[src/rtl/core/cmr_pkg.sv]
// cmr_pkg: shared types, codes and helpers of the cartridge mapper
// used by every module under rtl/core
package cmr_pkg;

	localparam int RAM_ENTRIES = 32;
	localparam int RAM_AW      = $clog2(RAM_ENTRIES);

	// request kinds on the input tuser
	localparam logic [1:0] REQ_READ  = 2'd0;
	localparam logic [1:0] REQ_WRITE = 2'd1;
	localparam logic [1:0] REQ_TICK  = 2'd2;

	// register port decode
	localparam logic [15:0] PORT_MASK = 16'he001;
	localparam logic [15:0] PORT_EVEN = 16'ha000;
	localparam logic [15:0] PORT_ODD  = 16'ha001;

	// register indexes
	localparam logic [3:0] REG_BANK_LO = 4'h0;
	localparam logic [3:0] REG_BANK_HI = 4'h1;
	localparam logic [3:0] REG_IN_LO   = 4'h4;
	localparam logic [3:0] REG_IN_HI   = 4'h5;
	localparam logic [3:0] REG_MODE    = 4'h6;
	localparam logic [3:0] REG_CMD     = 4'h7;
	localparam logic [3:0] REG_STATUS  = 4'ha;
	localparam logic [3:0] REG_OUT_LO  = 4'hc;
	localparam logic [3:0] REG_OUT_HI  = 4'hd;

	// access modes
	localparam logic [2:0] MODE_RAM_WR = 3'd0;
	localparam logic [2:0] MODE_RAM_RD = 3'd1;
	localparam logic [2:0] MODE_CLOCK  = 3'd2;
	localparam logic [2:0] MODE_SETUP  = 3'd4;

	// command targets by ram index
	localparam logic [4:0] IDX_DATE      = 5'd0;
	localparam logic [4:0] IDX_CTRL      = 5'd2;
	localparam logic [4:0] IDX_MINUTE    = 5'd4;
	localparam logic [4:0] IDX_HOUR      = 5'd5;
	localparam logic [4:0] IDX_DIGIT_CLR = 5'd6;

	// setup subcommands in the low input nibble
	localparam logic [3:0] SUB_DAY_LO  = 4'h7;
	localparam logic [3:0] SUB_DAY_HI  = 4'h8;
	localparam logic [3:0] SUB_MON_LO  = 4'h9;
	localparam logic [3:0] SUB_MON_HI  = 4'ha;
	localparam logic [3:0] SUB_YEAR_LO = 4'hb;
	localparam logic [3:0] SUB_YEAR_HI = 4'hc;
	localparam logic [3:0] SUB_HMODE   = 4'ha;
	localparam logic [3:0] SUB_LEAP    = 4'hb;

	localparam logic [7:0] SECS_PER_MIN  = 8'd60;
	localparam logic [7:0] HOURS_12      = 8'd12;
	localparam logic [7:0] HOURS_24      = 8'd24;
	localparam logic [7:0] MONTHS        = 8'd12;
	localparam logic [7:0] YEARS_PER_CEN = 8'd100;

	typedef struct packed {
		logic       tick;
		logic       set_minute;
		logic       set_hour;
		logic       digit_clr;
		logic       digit_adv;
		logic       set_day;
		logic       set_month;
		logic       set_year;
		logic       nib_high;
		logic       set_hmode;
		logic       set_leap;
		logic [7:0] data;
	} rtc_cmd_t;

	typedef struct packed {
		logic [7:0]  read_data;
		logic        rom_access;
		logic [18:0] rom_address;
	} res_t;

	// quotient by ten, exact for all byte values
	function automatic logic [4:0] div10(input logic [7:0] v);
		logic [15:0] p;
		p = {8'd0, v} * 16'd205;
		return p[15:11];
	endfunction

	function automatic logic [3:0] mod10(input logic [7:0] v);
		logic [4:0] q;
		logic [7:0] qt;
		q  = div10(v);
		qt = {3'd0, q} * 8'd10;
		return 4'(v - qt);
	endfunction

	function automatic logic [7:0] bin_to_bcd(input logic [7:0] v);
		logic [4:0] q;
		q = div10(v);
		return {q[3:0], mod10(v)};
	endfunction

	function automatic logic [7:0] bcd_to_bin(input logic [7:0] v);
		logic [7:0] t;
		t = {4'd0, v[7:4]} * 8'd10;
		return 8'(t + {4'd0, v[3:0]});
	endfunction

	function automatic logic [7:0] set_bcd_nibble(input logic [7:0] v, input logic high,
			input logic [3:0] nib);
		logic [7:0] b;
		b = bin_to_bcd(v);
		if (high) begin
			b = {nib, b[3:0]};
		end else begin
			b = {b[7:4], nib};
		end
		return bcd_to_bin(b);
	endfunction

	// days in month for a wrapped month byte, february without leap
	function automatic logic [4:0] month_days(input logic [7:0] month);
		logic [7:0]  m1;
		logic [13:0] p;
		logic [4:0]  q;
		logic [7:0]  qt;
		logic [3:0]  idx;
		logic [4:0]  d;
		m1  = 8'(month - 8'd1);
		p   = {8'd0, m1[7:2]} * 14'd171;
		q   = p[13:9];
		qt  = {3'd0, q} * 8'd12;
		idx = 4'(m1 - qt);
		case (idx)
			4'd1: d = 5'd28;
			4'd3, 4'd5, 4'd8, 4'd10: d = 5'd30;
			default: d = 5'd31;
		endcase
		return d;
	endfunction

endpackage

[src/rtl/core/cmr_save_ram.sv]
// cmr_save_ram: 32-byte save memory, one write and one registered read per cycle
// entries read as zero until written; uses cmr_pkg
module cmr_save_ram (
	input  logic                     clk,
	input  logic                     arst_n,
	input  logic                     wr_en,
	input  logic [cmr_pkg::RAM_AW-1:0] wr_addr,
	input  logic [7:0]               wr_data,
	input  logic                     rd_en,
	input  logic [cmr_pkg::RAM_AW-1:0] rd_addr,
	output logic [7:0]               rd_data
);
	import cmr_pkg::*;

	logic [7:0]             mem [RAM_ENTRIES];
	logic [RAM_ENTRIES-1:0] vld_q;
	logic [7:0]             rd_word_q;
	logic                   rd_vld_q;

	always_ff @(posedge clk) begin
		if (wr_en) begin
			mem[wr_addr] <= wr_data;
		end
		if (rd_en) begin
			rd_word_q <= mem[rd_addr];
		end
	end

	always_ff @(posedge clk or negedge arst_n) begin
		if (!arst_n) begin
			vld_q    <= '0;
			rd_vld_q <= 1'b0;
		end else begin
			if (wr_en) begin
				vld_q[wr_addr] <= 1'b1;
			end
			if (rd_en) begin
				rd_vld_q <= vld_q[rd_addr];
			end
		end
	end

	assign rd_data = rd_vld_q ? rd_word_q : 8'd0;

	a_one_access: assert property (@(posedge clk) disable iff (!arst_n)
		!(wr_en && rd_en))
		else $error("save ram written and read by one command");

endmodule

[src/rtl/core/cmr_rtc.sv]
// cmr_rtc: calendar clock registers, tick advance, setters and digit readout
// uses cmr_pkg
module cmr_rtc (
	input  logic              clk,
	input  logic              arst_n,
	input  cmr_pkg::rtc_cmd_t cmd,
	output logic [3:0]        digit
);
	import cmr_pkg::*;

	logic [7:0] year_q, month_q, day_q, hour_q, minute_q, second_q;
	logic       pm_q, hmode24_q;
	logic [1:0] leap_q;
	logic [3:0] digit_idx_q;

	logic [7:0] year_d, month_d, day_d, hour_d, minute_d, second_d;
	logic       pm_d;
	logic [1:0] leap_d;
	logic [7:0] sec1, min1, hour1, day1, mon1, yr1;
	logic [7:0] lim;
	logic [7:0] hour_set;
	logic [7:0] dsrc;
	logic       dhigh;

	// one-second advance
	always_comb begin
		year_d   = year_q;
		month_d  = month_q;
		day_d    = day_q;
		hour_d   = hour_q;
		minute_d = minute_q;
		second_d = second_q;
		pm_d     = pm_q;
		leap_d   = leap_q;
		sec1     = 8'(second_q + 8'd1);
		min1     = 8'(minute_q + 8'd1);
		hour1    = 8'(hour_q + 8'd1);
		day1     = 8'(day_q + 8'd1);
		mon1     = 8'(month_q + 8'd1);
		yr1      = 8'(year_q + 8'd1);
		lim      = {3'd0, month_days(month_q)};
		if (lim == 8'd28 && leap_q == 2'd0) begin
			lim = 8'd29;
		end
		if (sec1 < SECS_PER_MIN) begin
			second_d = sec1;
		end else begin
			second_d = 8'd0;
			if (min1 < SECS_PER_MIN) begin
				minute_d = min1;
			end else begin
				minute_d = 8'd0;
				hour_d   = hour1;
				if (!hmode24_q && hour1 >= HOURS_12) begin
					hour_d = 8'd0;
					pm_d   = ~pm_q;
				end
				if (hmode24_q && hour1 >= HOURS_24) begin
					hour_d = 8'd0;
					pm_d   = 1'b0;
				end
				if (hour_d == 8'd0 && !(!hmode24_q && pm_d)) begin
					if (day1 <= lim) begin
						day_d = day1;
					end else begin
						day_d = 8'd1;
						if (mon1 <= MONTHS) begin
							month_d = mon1;
						end else begin
							month_d = 8'd1;
							leap_d  = 2'(leap_q + 2'd1);
							year_d  = (yr1 >= YEARS_PER_CEN) ? 8'd0 : yr1;
						end
					end
				end
			end
		end
	end

	assign hour_set = bcd_to_bin(cmd.data);

	always_ff @(posedge clk or negedge arst_n) begin
		if (!arst_n) begin
			year_q      <= 8'd0;
			month_q     <= 8'd0;
			day_q       <= 8'd0;
			hour_q      <= 8'd0;
			minute_q    <= 8'd0;
			second_q    <= 8'd0;
			pm_q        <= 1'b0;
			hmode24_q   <= 1'b0;
			leap_q      <= 2'd0;
			digit_idx_q <= 4'd0;
		end else begin
			if (cmd.tick) begin
				year_q   <= year_d;
				month_q  <= month_d;
				day_q    <= day_d;
				hour_q   <= hour_d;
				minute_q <= minute_d;
				second_q <= second_d;
				pm_q     <= pm_d;
				leap_q   <= leap_d;
			end
			if (cmd.set_minute) begin
				minute_q <= bcd_to_bin(cmd.data);
			end
			if (cmd.set_hour) begin
				hour_q <= hour_set;
				pm_q   <= hour_set >= HOURS_12;
			end
			if (cmd.set_day) begin
				day_q <= set_bcd_nibble(day_q, cmd.nib_high, cmd.data[7:4]);
			end
			if (cmd.set_month) begin
				month_q <= set_bcd_nibble(month_q, cmd.nib_high, cmd.data[7:4]);
			end
			if (cmd.set_year) begin
				year_q <= set_bcd_nibble(year_q, cmd.nib_high, cmd.data[7:4]);
			end
			if (cmd.set_hmode) begin
				hmode24_q <= cmd.data[4];
				second_q  <= 8'd0;
			end
			if (cmd.set_leap) begin
				leap_q <= cmd.data[5:4];
			end
			if (cmd.digit_clr) begin
				digit_idx_q <= 4'd0;
			end else if (cmd.digit_adv) begin
				digit_idx_q <= 4'(digit_idx_q + 4'd1);
			end
		end
	end

	// digit order: minute, hour (ones first), day, month (tens first)
	always_comb begin
		case (digit_idx_q[2:1])
			2'd0:    dsrc = minute_q;
			2'd1:    dsrc = hour_q;
			2'd2:    dsrc = day_q;
			default: dsrc = month_q;
		endcase
		dhigh = digit_idx_q[2] ? ~digit_idx_q[0] : digit_idx_q[0];
	end

	logic [4:0] dq;
	assign dq    = div10(dsrc);
	assign digit = digit_idx_q[3] ? 4'd0 : (dhigh ? dq[3:0] : mod10(dsrc));

	a_sec_range: assert property (@(posedge clk) disable iff (!arst_n)
		second_q < SECS_PER_MIN)
		else $error("seconds counter out of range");

endmodule

[src/rtl/core/cmr_out_buf.sv]
// cmr_out_buf: two-entry result buffer between the mapper and the output stream
// uses cmr_pkg
module cmr_out_buf (
	input  logic          clk,
	input  logic          arst_n,
	input  logic          in_valid,
	input  cmr_pkg::res_t in_word,
	output logic          in_ready,
	output logic          out_valid,
	output cmr_pkg::res_t out_word,
	input  logic          out_ready
);
	import cmr_pkg::*;

	res_t head_q, skid_q;
	logic head_vld_q, skid_vld_q;
	logic pop;

	assign in_ready  = !skid_vld_q;
	assign out_valid = head_vld_q;
	assign out_word  = head_q;
	assign pop       = head_vld_q && out_ready;

	always_ff @(posedge clk or negedge arst_n) begin
		if (!arst_n) begin
			head_vld_q <= 1'b0;
			skid_vld_q <= 1'b0;
		end else begin
			if (!head_vld_q || pop) begin
				if (skid_vld_q) begin
					head_vld_q <= 1'b1;
					skid_vld_q <= 1'b0;
				end else begin
					head_vld_q <= in_valid;
				end
			end else if (in_valid) begin
				skid_vld_q <= 1'b1;
			end
		end
	end

	always_ff @(posedge clk) begin
		if (!head_vld_q || pop) begin
			head_q <= skid_vld_q ? skid_q : in_word;
		end else if (in_valid) begin
			skid_q <= in_word;
		end
	end

	a_skid_order: assert property (@(posedge clk) disable iff (!arst_n)
		skid_vld_q |-> head_vld_q)
		else $error("skid word held with empty head");

	a_no_overrun: assert property (@(posedge clk) disable iff (!arst_n)
		in_valid |-> in_ready)
		else $error("result pushed into full buffer");

endmodule

[src/rtl/core/cartridge_mapper_with_rtc.sv]
// cartridge_mapper_with_rtc: top level, bus decode and register port of the mapper
// instantiates cmr_save_ram, cmr_rtc, cmr_out_buf; uses cmr_pkg
//
// One word is taken every clock while the buffer has room: reads, writes and ticks all
// run at one word per cycle, and a read result is registered in the buffer head. A
// two-word result buffer lets input continue while the output stalls; the input stalls
// only once both buffer entries hold untaken results. Save-memory loads take effect in
// the cycle after the command through the registered memory read; a read of the output
// nibbles in that cycle is served from the forwarded memory data.
module cartridge_mapper_with_rtc (
	input  logic        clk,
	input  logic        arst_n,
	input  logic        s_axis_tvalid,
	output logic        s_axis_tready,
	input  logic [23:0] s_axis_tdata,  // bus_address[15:0], bus_data[23:16]
	input  logic [1:0]  s_axis_tuser,  // req_type[1:0]
	output logic        m_axis_tvalid,
	input  logic        m_axis_tready,
	output logic [31:0] m_axis_tdata,  // read_data[7:0], rom_address[26:8], zero fill
	output logic        m_axis_tuser   // rom_access
);
	import cmr_pkg::*;

	logic       ready_q;
	logic [3:0] reg_sel_q;
	logic [2:0] mode_q;
	logic [4:0] ram_idx_q;
	logic [7:0] in_byte_q;
	logic [7:0] out_byte_q;
	logic [4:0] bank_q;
	logic       load_pend_q;

	logic        accept, is_read, is_write, port_even, port_odd;
	logic [15:0] addr;
	logic [7:0]  val;
	logic [4:0]  ram_idx_cmd;
	logic        cmd_go;
	logic [7:0]  ob_eff;
	logic [7:0]  ram_rd_data;
	logic [3:0]  digit;
	logic        digit_rd;
	logic        buf_ready;
	res_t        res, out_word;
	rtc_cmd_t    rcmd;

	assign addr          = s_axis_tdata[15:0];
	assign val           = s_axis_tdata[23:16];
	assign s_axis_tready = buf_ready;
	assign accept        = s_axis_tvalid && buf_ready;
	assign is_read       = accept && s_axis_tuser == REQ_READ;
	assign is_write      = accept && s_axis_tuser == REQ_WRITE;
	assign port_even     = (addr & PORT_MASK) == PORT_EVEN;
	assign port_odd      = (addr & PORT_MASK) == PORT_ODD;
	assign ram_idx_cmd   = {ram_idx_q[4], val[3:0]};
	assign cmd_go        = is_write && port_even && reg_sel_q == REG_CMD;
	assign ob_eff        = load_pend_q ? ram_rd_data : out_byte_q;

	// read result
	always_comb begin
		res      = '0;
		digit_rd = 1'b0;
		if (!addr[15]) begin
			res.rom_access  = 1'b1;
			res.rom_address = {(addr[14] ? bank_q : 5'd0), addr[13:0]};
		end else begin
			res.read_data = 8'hff;
			if (port_even) begin
				if (reg_sel_q == REG_STATUS) begin
					res.read_data = {7'b1111000, ready_q};
				end else if (mode_q <= MODE_RAM_RD && reg_sel_q == REG_OUT_LO) begin
					res.read_data = {4'hf, ob_eff[3:0]};
				end else if (mode_q <= MODE_RAM_RD && reg_sel_q == REG_OUT_HI) begin
					res.read_data = {4'hf, ob_eff[7:4]};
				end else if ((mode_q == MODE_CLOCK || mode_q == MODE_SETUP)
						&& (reg_sel_q == REG_OUT_LO || reg_sel_q == REG_OUT_HI)) begin
					res.read_data = {4'hf, digit};
					digit_rd      = 1'b1;
				end
			end
		end
	end

	// clock commands
	always_comb begin
		rcmd            = '0;
		rcmd.data       = in_byte_q;
		rcmd.tick       = accept && s_axis_tuser == REQ_TICK;
		rcmd.digit_adv  = is_read && digit_rd;
		rcmd.nib_high   = in_byte_q[3:0] == SUB_DAY_HI || in_byte_q[3:0] == SUB_MON_HI
			|| in_byte_q[3:0] == SUB_YEAR_HI;
		if (cmd_go && mode_q == MODE_CLOCK) begin
			rcmd.set_minute = ram_idx_cmd == IDX_MINUTE;
			rcmd.set_hour   = ram_idx_cmd == IDX_HOUR;
			rcmd.digit_clr  = ram_idx_cmd == IDX_DIGIT_CLR;
		end
		if (cmd_go && mode_q == MODE_SETUP && ram_idx_cmd == IDX_DATE) begin
			rcmd.set_day   = in_byte_q[3:0] == SUB_DAY_LO || in_byte_q[3:0] == SUB_DAY_HI;
			rcmd.set_month = in_byte_q[3:0] == SUB_MON_LO || in_byte_q[3:0] == SUB_MON_HI;
			rcmd.set_year  = in_byte_q[3:0] == SUB_YEAR_LO || in_byte_q[3:0] == SUB_YEAR_HI;
		end
		if (cmd_go && mode_q == MODE_SETUP && ram_idx_cmd == IDX_CTRL) begin
			rcmd.set_hmode = in_byte_q[3:0] == SUB_HMODE;
			rcmd.set_leap  = in_byte_q[3:0] == SUB_LEAP;
		end
	end

	always_ff @(posedge clk or negedge arst_n) begin
		if (!arst_n) begin
			ready_q     <= 1'b0;
			reg_sel_q   <= 4'd0;
			mode_q      <= 3'd0;
			ram_idx_q   <= 5'd0;
			in_byte_q   <= 8'd0;
			out_byte_q  <= 8'd0;
			bank_q      <= 5'd0;
			load_pend_q <= 1'b0;
		end else begin
			load_pend_q <= cmd_go && mode_q == MODE_RAM_RD;
			if (load_pend_q) begin
				out_byte_q <= ram_rd_data;
			end
			if (is_write && port_odd) begin
				reg_sel_q <= val[3:0];
				if (val[3:0] == REG_STATUS) begin
					ready_q <= 1'b1;
				end
			end
			if (is_write && port_even) begin
				case (reg_sel_q)
					REG_BANK_LO: bank_q    <= {bank_q[4], val[3:0]};
					REG_BANK_HI: bank_q    <= {val[0], bank_q[3:0]};
					REG_IN_LO:   in_byte_q <= {in_byte_q[7:4], val[3:0]};
					REG_IN_HI:   in_byte_q <= {val[3:0], in_byte_q[3:0]};
					REG_MODE: begin
						ram_idx_q <= {val[0], ram_idx_q[3:0]};
						mode_q    <= val[3:1];
					end
					REG_CMD:     ram_idx_q <= ram_idx_cmd;
					default: begin
					end
				endcase
			end
		end
	end

	cmr_save_ram u_ram (
		.clk     (clk),
		.arst_n  (arst_n),
		.wr_en   (cmd_go && mode_q == MODE_RAM_WR),
		.wr_addr (ram_idx_cmd),
		.wr_data (in_byte_q),
		.rd_en   (cmd_go && mode_q == MODE_RAM_RD),
		.rd_addr (ram_idx_cmd),
		.rd_data (ram_rd_data)
	);

	cmr_rtc u_rtc (
		.clk    (clk),
		.arst_n (arst_n),
		.cmd    (rcmd),
		.digit  (digit)
	);

	cmr_out_buf u_obuf (
		.clk       (clk),
		.arst_n    (arst_n),
		.in_valid  (is_read),
		.in_word   (res),
		.in_ready  (buf_ready),
		.out_valid (m_axis_tvalid),
		.out_word  (out_word),
		.out_ready (m_axis_tready)
	);

	assign m_axis_tdata = {5'd0, out_word.rom_address, out_word.read_data};
	assign m_axis_tuser = out_word.rom_access;

	a_load_follows_cmd: assert property (@(posedge clk) disable iff (!arst_n)
		load_pend_q |-> $past(accept && s_axis_tuser == REQ_WRITE))
		else $error("save ram load without a command write");

endmodule
[config.mk]
export PLATFORM = sky130hd
export DESIGN_NAME = cartridge_mapper_with_rtc
export DESIGN_NICKNAME = d
export VERILOG_FILES = /design/src/rtl/core/cmr_pkg.sv /design/src/rtl/core/cmr_save_ram.sv /design/src/rtl/core/cmr_rtc.sv /design/src/rtl/core/cmr_out_buf.sv /design/src/rtl/core/cartridge_mapper_with_rtc.sv
export SDC_FILE = /design/constraint.sdc
export NUM_CORES = 1
export LEC_CHECK = 0
export BUFFER_PORTS_ARGS = -buffer_cell sky130_fd_sc_hd__buf_4
export CORE_AREA = 2 2 227 229
export DETAILED_ROUTE_END_ITERATION = 10
export DIE_AREA = 0 0 229 231
export PLACE_DENSITY = 0.74
export SYNTH_ARGS = -nofsm -noshare
export SYNTH_HDL_FRONTEND = slang
export SYNTH_SLANG_ARGS = --single-unit
[constraint.sdc]
create_clock -name clk -period 6.8 [get_ports clk]
set_input_delay 1.36 -clock clk [delete_from_list [all_inputs] [get_ports clk]]
set_output_delay 1.36 -clock clk [all_outputs]
set_load 0.03 [all_outputs]
Word level (Yosys, flattened, before mapping)
Memory sizes are Yosys's and may differ from the RTL's. A register that Yosys moved wholly into a read port is not among the register bits.
Cells that the tools add are included.
{ "word_totals": {"ff_bits": 170, "latch_bits": 0, "ramBits": 256, "mem_bits_ro": 0, "input_bits": 30, "output_inout_bits": 35, "elab_cells": 276, "memories": 1} }
{ "memory_table": {"columns": ["name", "words", "width", "rd", "rd_clocked_by_memory_dff", "write_ports", "line_no", "source"], "rows": [
  ["u_ram.mem", 32, 8, 1, 1, 1, "cmr_save_ram.sv:15", "logic [7:0] mem [RAM_ENTRIES];"]
]} }
{ "classes": {"add_sub_neg": 15, "multipliers": 11, "div": 0, "n_lt_le_gt_ge": 10, "eq_ne": 46, "shift": 0, "muxes": 87, "n_bitwise": 9, "n_reduce_logical": 68} }
{ "ops": {"columns": ["cell", "count"], "rows": [
  ["$mux W8", 35],
  ["$eq A4 B4 Y1 const B", 13],
  ["$mul A8 B8 Y16 const B", 3],
  ["$add A8 B1 Y8 const B", 5],
  ["$mux W4", 9],
  ["$or A32 B32 Y32", 1],
  ["$mux W28", 1],
  ["$add A8 B4 Y8", 3],
  ["$eq A4 B3 Y1 const B", 6],
  ["$logic_and A1 B1 Y1", 24],
  ["$ne A2 B2 Y1 const B", 12],
  ["$pmux W8 S3", 1],
  ["$mux W1", 22],
  ["$reduce_bool A2 Y1", 11],
  ["$mul A4 B3 Y7 const B", 3],
  ["$mux W20", 1],
  ["$pmux W5 S2", 2],
  ["$mux W2", 9],
  ["$reduce_and A3 Y1", 6],
  ["$ge A8 B4 Y1 const B", 2],
  ["$lt A8 B6 Y1 const B", 2],
  ["$pmux W8 S2", 1],
  ["$sub A4 B4 Y4", 4],
  ["$eq A5 B3 Y1 const B", 3],
  ["other kinds (39)", 67]
]} }

Depth between registers and ports, before layout
Gate-level depths: netlist (run 1).
{ "logic_depth": {"depth_word": 17, "mapped_depth": 36} }

Modules after synthesis
A second synthesis (run 1) with hierarchy kept.
{ "hier_totals": {"hier_cells": 1830, "hier_area_um2": 24528.5} }
{ "modules_own_cells": {"columns": ["mod", "instances", "cells_per_inst", "area_each_um2"], "rows": [
  ["cmr_save_ram", 1, 533, 11524.8],
  ["cmr_rtc", 1, 1026, 8856.0],
  ["cmr_out_buf", 1, 96, 2214.6],
  ["cartridge_mapper_with_rtc", 1, 175, 1933.1]
]} }

Least setup slack after synthesis (run 1)
Ideal clock, no wire load.
{ "synth_timing": {"kind": "register to register", "startpoint": "reg u_rtc.month_q[2]", "endpoint": "reg u_rtc.leap_q[1]", "t_arrival_ns": 6.509, "required_time_ns": 6.676, "setup_slack_ns": 0.167, "path_stages_with_launch": 34, "n_path_buf": 1, "cell_sequence": "dfrtp_1 -> inv_1 -> ha_1 -> a21boi_0 -> nand2_1 -> nand2_1 -> nand2_1 -> xnor2_1 -> ha_1 -> inv_1 -> fa_1 -> inv_1 -> fa_1 -> ha_1 -> o21a_1 -> a21o_1 -> a21oi_1 -> xnor2_1 -> ha_1 -> xnor2_1 -> xnor2_1 -> xnor2_1 -> inv_1 -> xnor2_1 -> nor3_1 -> ha_1 -> a21oi_1 -> a21oi_1 -> a311oi_1 -> clkbuf_1 -> nor2_1 -> nor4b_2 -> mux2i_1 -> a21oi_1"} }
{ "synth_between": {"elab_chain_len": 13, "elab_cells_between_ends": 20, "cone_classes": "add/sub (3); mul (2); order compare (2); eq/ne (8); mux (2); reduce/logical (3)"} }
{ "synth_lines": {"columns": ["item", "line_no", "source"], "rows": [
  ["from (decl)", "cmr_rtc.sv:11", "logic [7:0] year_q, month_q, day_q, hour_q, minute_q, second_q;"],
  ["from (signal assigned)", "cmr_rtc.sv:97", "month_q <= month_d;"],
  ["from (signal assigned)", "cmr_rtc.sv:116", "month_q <= set_bcd_nibble(month_q, cmd.nib_high, cmd.data[7:4]);"],
  ["$sub A8 B1 Y8", "cmr_pkg.sv:126", "m1 = 8'(month - 8'd1);"],
  ["$mul A6 B8 Y14", "cmr_pkg.sv:127", "p = {8'd0, m1[7:2]} * 14'd171;"],
  ["$mul A5 B2 Y2", "cmr_pkg.sv:129", "qt = {3'd0, q} * 8'd12;"],
  ["$sub A4 B4 Y4", "cmr_pkg.sv:130", "idx = 4'(m1 - qt);"],
  ["$eq A4 B2 Y1, or another cell as far along", "cmr_pkg.sv:131", "case (idx)"],
  ["$reduce_or A4 Y1", "cmr_pkg.sv:131", null],
  ["$pmux W2 S2", "cmr_pkg.sv:131", null],
  ["$eq A5 B5 Y1", "cmr_rtc.sv:42", "if (lim == 8'd28 && leap_q == 2'd0) begin"],
  ["$logic_and A1 B1 Y1", "cmr_rtc.sv:42", null],
  ["$mux W2", "cmr_rtc.sv:42", null],
  ["$le A8 B5 Y1", "cmr_rtc.sv:63", "if (day1 <= lim) begin"],
  ["$ne A2 B2 Y1 (no line)", null, null],
  ["$reduce_and A6 Y1 (no line) (*)", null, null],
  ["to (signal assigned)", "cmr_rtc.sv:103", "leap_q <= leap_d;"],
  ["to (signal assigned)", "cmr_rtc.sv:126", "leap_q <= cmd.data[5:4];"],
  ["to (decl)", "cmr_rtc.sv:13", "logic [1:0] leap_q;"]
]} }
Mark *: on every way between the ends. The rest lies on a longest branch, timed or not.
A chain may end at the register's enable or synchronous reset.

Final worst setup path (run 1)
{ "layout_timing": {"startpoint": "reg u_rtc.month_q[2]", "endpoint": "reg u_rtc.month_q[7]"} }
{ "layout_between": {"elab_chain_len": 13, "elab_cells_between_ends": 33, "cone_classes": "add/sub (5); mul (5); order compare (2); eq/ne (7); mux (11); reduce/logical (3)"} }
{ "layout_lines": {"columns": ["item", "line_no"], "rows": [
  ["$sub A8 B1 Y8", "cmr_pkg.sv:126"],
  ["$mul A6 B8 Y14", "cmr_pkg.sv:127"],
  ["$mul A5 B2 Y2", "cmr_pkg.sv:129"],
  ["$sub A4 B4 Y4", "cmr_pkg.sv:130"],
  ["$eq A4 B2 Y1, or another cell as far along", "cmr_pkg.sv:131"],
  ["$reduce_or A4 Y1", "cmr_pkg.sv:131"],
  ["$pmux W2 S2", "cmr_pkg.sv:131"],
  ["$eq A5 B5 Y1", "cmr_rtc.sv:42"],
  ["$logic_and A1 B1 Y1", "cmr_rtc.sv:42"],
  ["$mux W2", "cmr_rtc.sv:42"],
  ["$le A8 B5 Y1", "cmr_rtc.sv:63"],
  ["$ne A2 B2 Y1 (no line)", null],
  ["$reduce_and A5 Y1 (no line)", null]
]} }
Parallel ways exist; a longest one is shown, timed or not. The select of a mux whose other input is x is not followed.

==> flow_summary.rst, run 1 <==
.. list-table::
   :header-rows: 1

   * - Metric
     - Value
   * - Run status
     - completed
   * - Die outline area
     - ~53000 um^2
   * - Slowest cell on crit path
     - sky130_fd_sc_hd__fa_1
   * - Post-layout min period
     - 6.55 ns
   * - Standard cell core area
     - 50700 um^2
   * - Worst relative slew slack
     - 14.5%
   * - Remaining antenna violation count
     - 0
   * - Cell family with the largest share of critical-path delay
     - adder cells
   * - Share of synthesized registers carrying an async set or reset
     - roughly a quarter
   * - Routing layer with the top usage in global route
     - met2
   * - Number of filler cells placed in the layout
     - 4159
   * - Most used flip-flop cell after synthesis
     - sky130_fd_sc_hd__edfxtp_1
   * - Worst-Skew Late Latency
     - 0.58 ns
   * - Cell type with the highest aggregate area in the netlist
     - sky130_fd_sc_hd__edfxtp_1
   * - Buffer and inverter count on the worst path
     - 7
   * - Required time worst endpoint
     - 7.29 ns
   * - Wirelength per Cell
     - 20.1 um
   * - Total GRT Usage
     - 19.5%
   * - Clock network fraction of design power
     - ~43%
   * - Endpoint type of the worst setup path
     - flip-flop
   * - Top cell type's share of synthesized area
     - roughly two fifths
   * - DR vias/cell
     - 5.68
   * - Number of design-rule violations left by the first detailed-router iteration
     - 1243
   * - Buffers on Ports
     - 55
   * - # placed instances
     - 2470
   * - Cell at the root of the clock tree
     - sky130_fd_sc_hd__clkbuf_16
   * - Worst Hold Class
     - reg2reg
   * - Initial antenna violation count
     - 0
   * - 1st-pass router iterations
     - 5
   * - Seq. cell area
     - 12300 um^2
   * - Slew at the pin with the worst max-slew slack
     - 1.27 ns
   * - Via total after detailed routing
     - 14547
   * - DRC
     - 0
   * - Final setup violation count
     - 0
   * - Number of I/O pins
     - 65
   * - Avg Inst Size Synth
     - 13.5 um^2
   * - Peak supply drop
     - 0.192 mV
   * - Number of levels in the clock H-tree
     - 2
   * - CP Max Fanout
     - 8
   * - TritonCTS clock tree
     - done
   * - Most frequent cell on the critical path
     - sky130_fd_sc_hd__xnor2_1
   * - Wire length of the first global-routing pass
     - ~80000 um
   * - Arrival time of the worst setup path
     - 7.03 ns
   * - Combined area of the multi-input logic cells
     - 10500 um^2
   * - Maximum cell stage delay along the critical path
     - 0.50 ns
   * - Power density over cell area
     - 210 nW/um^2
   * - Antenna diode count
     - 0
   * - Starting utilization of the core area
     - 46.5%
   * - Global route total overflow
     - 0
   * - Clock Tree Buf Depth
     - 3
   * - Met2 global-route usage
     - 32.1%
   * - Syn Std Cell Area
     - between 20000 and 25000 um^2
   * - Number of buffers added to fix hold violations after cts
     - 0
   * - Number of synthesized register bits
     - 428
   * - Count of endpoints failing hold in the final timing report
     - 0
   * - Met1 demand-to-capacity share in global routing
     - 26.4%
   * - CTS sink cnt
     - ~430
   * - Sequential share of power
     - 51.3%
   * - Final layout net count
     - 2106
   * - Fraction of final layout cells sized beyond drive strength 1
     - 20.3%
   * - Worst setup SP type
     - flip-flop
   * - Cell internal pwr
     - 4310 uW
   * - Maximum operating frequency
     - 153 MHz
   * - Die Height
     - 231 um
   * - CTS clock-pin slew for the worst setup and hold paths
     - 0.06 ns
   * - Synth top area cells
     - sky130_fd_sc_hd__edfxtp_1, sky130_fd_sc_hd__dfrtp_1, sky130_fd_sc_hd__ha_1
   * - Maximum capacitance violations
     - 0
   * - Post-Route WL
     - around 50000 um
   * - Post-synthesis cell type count
     - just over 80
   * - EDFF count, synth
     - approximately 310
   * - Cell leakage power
     - 0.0110 uW
   * - Cts bufs inserted
     - 42
   * - Portion of the clock cycle consumed by the worst path in the final layout
     - 96.3%
   * - Share of synthesized area occupied by flip-flops and latches
     - 52.1%
   * - Cell Rows
     - between 80 and 90
   * - Max Clock Skew
     - 0.0284 ns
   * - Yosys Warn Count
     - 0
   * - Growth of design area from synthesis to finish
     - 12.2%
   * - Synthesized instance count
     - roughly 1800
   * - Switching power share of the total
     - around 22%
   * - Relative contribution of combinational cells to total power
     - 6.1%
   * - CP Class
     - reg2reg
   * - Maximum number of pins on one net before global-route repair
     - 67
   * - Detailed Place HPWL
     - 35500 um
   * - Number of global-route vias before repair
     - 14871
   * - Width of the die
     - 229 um
   * - Pins Over Slew Limit
     - 0
   * - Non-filler instance count after layout
     - 2559
   * - Final weighted congestion in routability-driven placement
     - between 0.8 and 0.9
   * - Post-Route Setup TNS
     - 0 ns
   * - Switching power total
     - roughly 1200 uW
   * - GR Util met3
     - 3.68%
## registers in the layout (all words and copies together) (netlist names), 25 cells and up
register         flops
u_obuf.out_word     25
u_obuf.skid_q       25
u_ram.mem          256
u_ram.vld_q         32
## synth_stat cells, types with 21 or more instances
master,count
sky130_fd_sc_hd__inv_1,171
sky130_fd_sc_hd__mux4_2,98
sky130_fd_sc_hd__nor2b_1,24
sky130_fd_sc_hd__nor3_1,21
sky130_fd_sc_hd__xor2_1,24
sky130_fd_sc_hd__nand3_1,34
sky130_fd_sc_hd__o21ai_0,45
sky130_fd_sc_hd__xnor2_1,48
sky130_fd_sc_hd__clkbuf_1,38
sky130_fd_sc_hd__a21oi_1,48
sky130_fd_sc_hd__or2_2,36
sky130_fd_sc_hd__fa_1,49
sky130_fd_sc_hd__ha_1,182
sky130_fd_sc_hd__nor2_1,93
sky130_fd_sc_hd__dfrtp_1,114
sky130_fd_sc_hd__nand2_1,91
sky130_fd_sc_hd__mux2_2,50
sky130_fd_sc_hd__edfxtp_1,314
## final cells by class
class	instances	share of cell area, %
clock inverters	22	0.842
repair buffers	106	3.08
well taps	680	3.22
flip-flops and latches	428	46.4
clock buffers	56	4.48
multi-input cells	1094	39.5
inverters	173	2.45
## through the flow
stage	utilization, %	hold WS [ns]	power [uW]	worst slack, ns	area, um^2
final	52.2	0.460	5550	0.253	26500
after detailed placement	49.1	0.451	3240	0.0639	24900
after floorplan	-	0.434	3130	0.167	23600
after CTS	51.9	0.467	5580	0.0163	26300
after global placement	49.1	0.444	3230	0.160	24900
after global routing	52.2	0.476	5720	-0.0512	26500
## worst paths after layout
kind                                   from          endpoint  slack (ns)  cells past startpoint
setup reg to reg           u_rtc.month_q[2]  u_rtc.month_q[7]        0.25                     34
min in group asynchronous            arst_n    u_ram.vld_q[4]        0.89                      1
max in group asynchronous            arst_n     out_byte_q[2]        4.60                      2
hold / removal              u_ram.vld_q[14]   u_ram.vld_q[14]        0.46                      1
setup / recovery           u_rtc.month_q[2]  u_rtc.month_q[7]        0.25                     34
hold reg to reg             u_ram.vld_q[14]   u_ram.vld_q[14]        0.46                      1
## power by group through the flow
stage               sequential (uW)  clock, uW  combinational [uW]
floorplan                      2920          0                 203
global placement               2900          0                 330
detailed placement             2900          0                 339
CTS                            2850       2390                 341
global route                   2850       2490                 377
finish                         2850       2360                 340
## layout by cell type (no fill, tap or decap), types with 11 or more instances in the layout
cell,Yosys,routed
sky130_fd_sc_hd__nand2_1,91,90
sky130_fd_sc_hd__or2_2,36,36
sky130_fd_sc_hd__fa_1,49,49
sky130_fd_sc_hd__dfrtp_1,114,114
sky130_fd_sc_hd__mux2i_1,11,11
sky130_fd_sc_hd__nor3_1,21,21
sky130_fd_sc_hd__inv_1,171,167
sky130_fd_sc_hd__and3_1,11,11
sky130_fd_sc_hd__xnor2_1,48,46
sky130_fd_sc_hd__a21oi_1,48,45
sky130_fd_sc_hd__nand2b_1,14,14
sky130_fd_sc_hd__ha_1,182,179
sky130_fd_sc_hd__nor2b_1,24,24
sky130_fd_sc_hd__nor2_1,93,92
sky130_fd_sc_hd__nand3_1,34,34
sky130_fd_sc_hd__mux2_2,50,50
sky130_fd_sc_hd__a21o_1,12,12
sky130_fd_sc_hd__o211ai_1,12,12
sky130_fd_sc_hd__edfxtp_1,314,314
sky130_fd_sc_hd__buf_4,11,103
sky130_fd_sc_hd__o21ai_0,45,41
sky130_fd_sc_hd__mux4_2,98,98
sky130_fd_sc_hd__clkbuf_16,0,43
sky130_fd_sc_hd__xor2_1,24,24
sky130_fd_sc_hd__and2_1,16,16
## routing by layer
layer / share of wire, % / vias up
met5: 0 / -
met4: 2.9 / 0
met3: 6.7 / 105
met2: 48 / 526
met1: 42 / 7260
li1: - / 6656
## worst reg2reg max path: cells and delay by family, from the launching register on
family,cells,cell delay (ns)
and+or+nand+nor,7,1.06
AOI/OAI and AO/OA,8,1.35
adders and majority gates,7,2.16
DFF,1,0.39
buffers and inverters,7,0.76
xor gates and xnor gates,5,0.72
## logic make-up after synthesis
group                    Yosys count  synth area share, %
AO/OA/AOI/OAI                    226                 6.44
XOR/XNOR                          72                 2.67
adder cells (fa/ha/maj)          231                 13.8
buffers and inverters            233                 3.91
flip-flops                       428                 52.1
multiplexers                     160                 12.3
other                              1               0.0159
AND/OR/NAND/NOR                  400                 8.78
## repair_timing
| item | 4_1_cts | 5_1_grt |
|---|---|---|
| setup endpoints to repair | 0 | 18 |
| buffers inserted | 0 | 10 |
| hold endpoints to repair | 0 | 0 |
| gates resized for setup | 0 | 24 |
No activity file was read; power rests on OpenSTA's default activity.
==> inputs of run 2 (changes only) <==
--- a/config.mk
+++ b/config.mk
@@ -6,10 +6,12 @@
 export NUM_CORES = 1
 export LEC_CHECK = 0
 export BUFFER_PORTS_ARGS = -buffer_cell sky130_fd_sc_hd__buf_4
+export CELL_PAD_IN_SITES_DETAIL_PLACEMENT = 0
+export CELL_PAD_IN_SITES_GLOBAL_PLACEMENT = 1
 export CORE_AREA = 2 2 227 229
 export DETAILED_ROUTE_END_ITERATION = 10
 export DIE_AREA = 0 0 229 231
-export PLACE_DENSITY = 0.74
+export PLACE_DENSITY = 0.84
 export SYNTH_ARGS = -nofsm -noshare
 export SYNTH_HDL_FRONTEND = slang
 export SYNTH_SLANG_ARGS = --single-unit
==> run 2 against run 1 <==
First-iteration DRC count shrank 14%. Worst hold slack improved by 0.0045 ns. Die area unchanged. Combinational power increased by 2%. Non-clock buffer count grew 2. Via count is 0.43% higher. Final cell count rose by 0.27%. Sequential share of layout area fell by 0.17 points. Routed wire length up 1.9%. Global-route usage increased by 0.66 points. Core utilization is 0.20 points higher. Fmax is 1.1% higher. Critical path type unchanged. Critical endpoint unchanged.
==> flow_summary.rst, run 2 (synthesized netlist as in run 1, its figures left out) <==
.. list-table::
   :header-rows: 1

   * - Metric
     - Value
   * - Wirelength per Cell
     - 20.5 um (+1.6%)
   * - RR Endpoint
     - u_rtc.month_q[7]
   * - Met1 demand-to-capacity share in global routing
     - 28.4% (+1.9 points)
   * - Maximum number of pins on one net before global-route repair
     - 62 (-7.5%)
   * - Pre-CTS setup slack
     - 0.0586 ns (-0.00529 ns)
   * - Final layout net count
     - 2111 (+0.24%)
   * - DRC
     - 0 (unchanged)
   * - Startpoint of the worst register-to-register path
     - u_rtc.month_q[2]
   * - Most frequent cell on the critical path
     - sky130_fd_sc_hd__xnor2_1
   * - Startpoint of the worst setup timing path
     - u_rtc.month_q[2]
   * - Relative contribution of combinational cells to total power
     - 6.2% (about the same)
   * - Number of design-rule violations left by the first detailed-router iteration
     - 1064 (-14%)
   * - Slew at the pin with the worst max-slew slack
     - 1.02 ns (-0.252 ns)
   * - Maximum capacitance violations
     - 0 (unchanged)
   * - Sequential share of power
     - 50.5% (-0.8 points)
   * - Initial antenna violation count
     - 0 (unchanged)
   * - Switching power share of the total
     - 22.8% (+0.42 points)
   * - CTS sink cnt
     - 428 (unchanged)
   * - Cell Rows
     - 83 (unchanged)
   * - Number of flip-flops under the largest register name
     - 256 (unchanged)
   * - Required time worst endpoint
     - 7.32 ns (+0.03 ns)
   * - Setup repair after global routing missed its margin
     - yes
   * - Total GRT Usage
     - 20.2% (+0.66 points)
   * - Leading cell type in the layout, fill and taps excluded
     - sky130_fd_sc_hd__edfxtp_1
   * - Run status
     - completed
   * - Register-to-register setup slack
     - 0.33 ns (+0.07 ns)
   * - Slowest cell on crit path
     - sky130_fd_sc_hd__fa_1
   * - Combined area of the multi-input logic cells
     - 10500 um^2 (+0.50%)
   * - Arrival time of the worst setup path
     - 6.99 ns (-0.04 ns)
   * - Routing layer with the top usage in global route
     - met2
   * - Buffer and inverter count on the worst path
     - 6 (-1)
   * - CTS clock-pin slew for the worst setup and hold paths
     - 0.06 ns (about the same)
   * - Die Height
     - 231 um (unchanged)
   * - Cell family with the largest share of critical-path delay
     - adder cells
   * - Remaining antenna violation count
     - 0 (unchanged)
   * - Maximum operating frequency
     - 154 MHz (+1.1%)
   * - Antenna diode count
     - 0 (unchanged)
   * - Power density over cell area
     - 212 nW/um^2 (+1.1%)
   * - Endpoint type of the worst setup path
     - flip-flop
   * - Number of global-route vias before repair
     - 14764 (-0.72%)
   * - Commonest cells after routing, fill and taps aside
     - sky130_fd_sc_hd__edfxtp_1, sky130_fd_sc_hd__ha_1, sky130_fd_sc_hd__inv_1
   * - Number of I/O pins
     - 65 (unchanged)
   * - TritonCTS clock tree
     - done
   * - Register ranked first by flip-flop count
     - u_ram.mem
   * - Worst relative slew slack
     - 31.0% (+17 points)
   * - # placed instances
     - 2480 (+0.40%)
   * - Via total after detailed routing
     - 14609 (+0.43%)
   * - Final weighted congestion in routability-driven placement
     - 0.863 (+1.2%)
   * - Pins Over Slew Limit
     - 0 (unchanged)
   * - Worst setup SP type
     - flip-flop
   * - Global route total overflow
     - 0 (unchanged)
   * - DR vias/cell
     - 5.69 (+0.15%)
   * - Post-layout min period
     - 6.47 ns (-0.0741 ns)
   * - Reg2reg path depth
     - 33 (-2.9%)
   * - Clock network fraction of design power
     - 43.3% (+0.7 points)
   * - Met2 global-route usage
     - 33.1% (+1.0 points)
   * - Width of the die
     - 229 um (unchanged)
   * - Smallest setup slack after layout
     - 0.327 ns (+0.0741 ns)
   * - Cts bufs inserted
     - 45 (+7.1%)
   * - Wire length of the first global-routing pass
     - 83500 um (+2.5%)
   * - 1st-pass router iterations
     - 7 (+2)
   * - Cell internal pwr
     - 4350 uW (+0.94%)
   * - Count of endpoints failing hold in the final timing report
     - 0 (unchanged)
   * - Worst-Skew Late Latency
     - 0.59 ns (about the same)
   * - Worst setup path end
     - u_rtc.month_q[7]
   * - Die outline area
     - 52900 um^2 (unchanged)
   * - Switching power total
     - 1280 uW (+3.4%)
   * - Logic depth of the worst setup path including buffers
     - 33 (-2.9%)
   * - Non-filler instance count after layout
     - 2566 (+0.27%)
   * - Growth of design area from synthesis to finish
     - 12.7%
   * - Total power
     - 5630 uW (+1.5%)
   * - Number of buffers added to fix hold violations after cts
     - 0 (unchanged)
   * - Number of levels in the clock H-tree
     - 2 (unchanged)
   * - Fraction of final layout cells sized beyond drive strength 1
     - 20.9% (+0.56 points)
   * - Detailed Place HPWL
     - 36500 um (+2.6%)
   * - Standard cell core area
     - 50700 um^2 (unchanged)
   * - Worst Hold Class
     - reg2reg
   * - Maximum cell stage delay along the critical path
     - 0.49 ns (about the same)
   * - Cell at the root of the clock tree
     - sky130_fd_sc_hd__clkbuf_16
   * - Starting utilization of the core area
     - 46.5% (unchanged)
   * - Final setup violation count
     - 0 (unchanged)
   * - Clock Tree Buf Depth
     - 3 (unchanged)
   * - Portion of the clock cycle consumed by the worst path in the final layout
     - 95.2% (-1.1 points)
   * - Peak supply drop
     - 0.190 mV (-1.4%)
   * - Post-Route WL
     - 52500 um (+1.9%)
   * - Cell leakage power
     - 0.0110 uW (+0.28%)
   * - CP Class
     - reg2reg
   * - GR Util met3
     - 3.10% (-0.58 points)
   * - CP Max Fanout
     - 7 (-1)
   * - Fin util
     - 52.4% (+0.20 points)
   * - Post-Route Setup TNS
     - 0 ns (unchanged)
   * - Seq. cell area
     - 12300 um^2 (about the same)
   * - Max Clock Skew
     - 0.0185 ns (-0.00989 ns)
   * - Largest regs
     - u_ram.mem: 256 flops, u_ram.vld_q: 32 flops
   * - Number of filler cells placed in the layout
     - 4332 (+4.2%)
   * - Buffers on Ports
     - 55 (unchanged)
[run 2: worst min-delay path by stage]
stage	depth (start not counted)	start	slack (ns)	end
floorplan	1	u_ram.vld_q[10]	0.43	u_ram.vld_q[10]
global placement	1	u_ram.vld_q[6]	0.44	u_ram.vld_q[6]
detailed placement	1	u_ram.vld_q[4]	0.45	u_ram.vld_q[4]
CTS	1	u_ram.vld_q[4]	0.47	u_ram.vld_q[4]
global route	1	u_ram.vld_q[31]	0.48	u_ram.vld_q[31]
finish	1	u_ram.vld_q[2]	0.46	u_ram.vld_q[2]
[run 2: layout make-up]
| class | instances | area share (%) |
|---|---|---|
| Clock buffer | 60 | 4.57 |
| Clock inverter | 23 | 0.933 |
| Inverter | 173 | 2.44 |
| Multi-Input combinational cell | 1094 | 39.6 |
| Sequential cell | 428 | 46.2 |
| Tap cell | 680 | 3.20 |
| Timing Repair Buffer | 108 | 3.05 |
[run 2: through the flow]
| stage | area, um^2 | hold slack, ns |
|---|---|---|
| 2_1_floorplan | 23600 | 0.434 |
| 3_3_place_gp | 25000 | 0.444 |
| 3_5_place_dp | 25000 | 0.453 |
| 4_1_cts | 26400 | 0.467 |
| 5_1_grt | 26600 | 0.482 |
| 6_report | 26600 | 0.465 |
[run 2: repair_timing]
action | CTS | global route
gates resized for setup | 0 | 32
setup endpoints to repair | 0 | 18
buffers inserted | 0 | 3
[run 2: power by group through the flow]
| stage | registers, uW | clock network [uW] | logic, uW |
|---|---|---|---|
| floorplan | 2920 | 0 | 203 |
| global placement | 2900 | 0 | 337 |
| detailed placement | 2900 | 0 | 346 |
| CTS | 2850 | 2480 | 348 |
| global route | 2850 | 2580 | 383 |
| finish | 2850 | 2440 | 347 |
[run 2: metal layers]
metal / share of wire (%) / vias up
met4: 2.0 / 0
met2: 48 / 390
li1: - / 6677
met1: 44 / 7466
met5: 0 / -
met3: 5.7 / 76
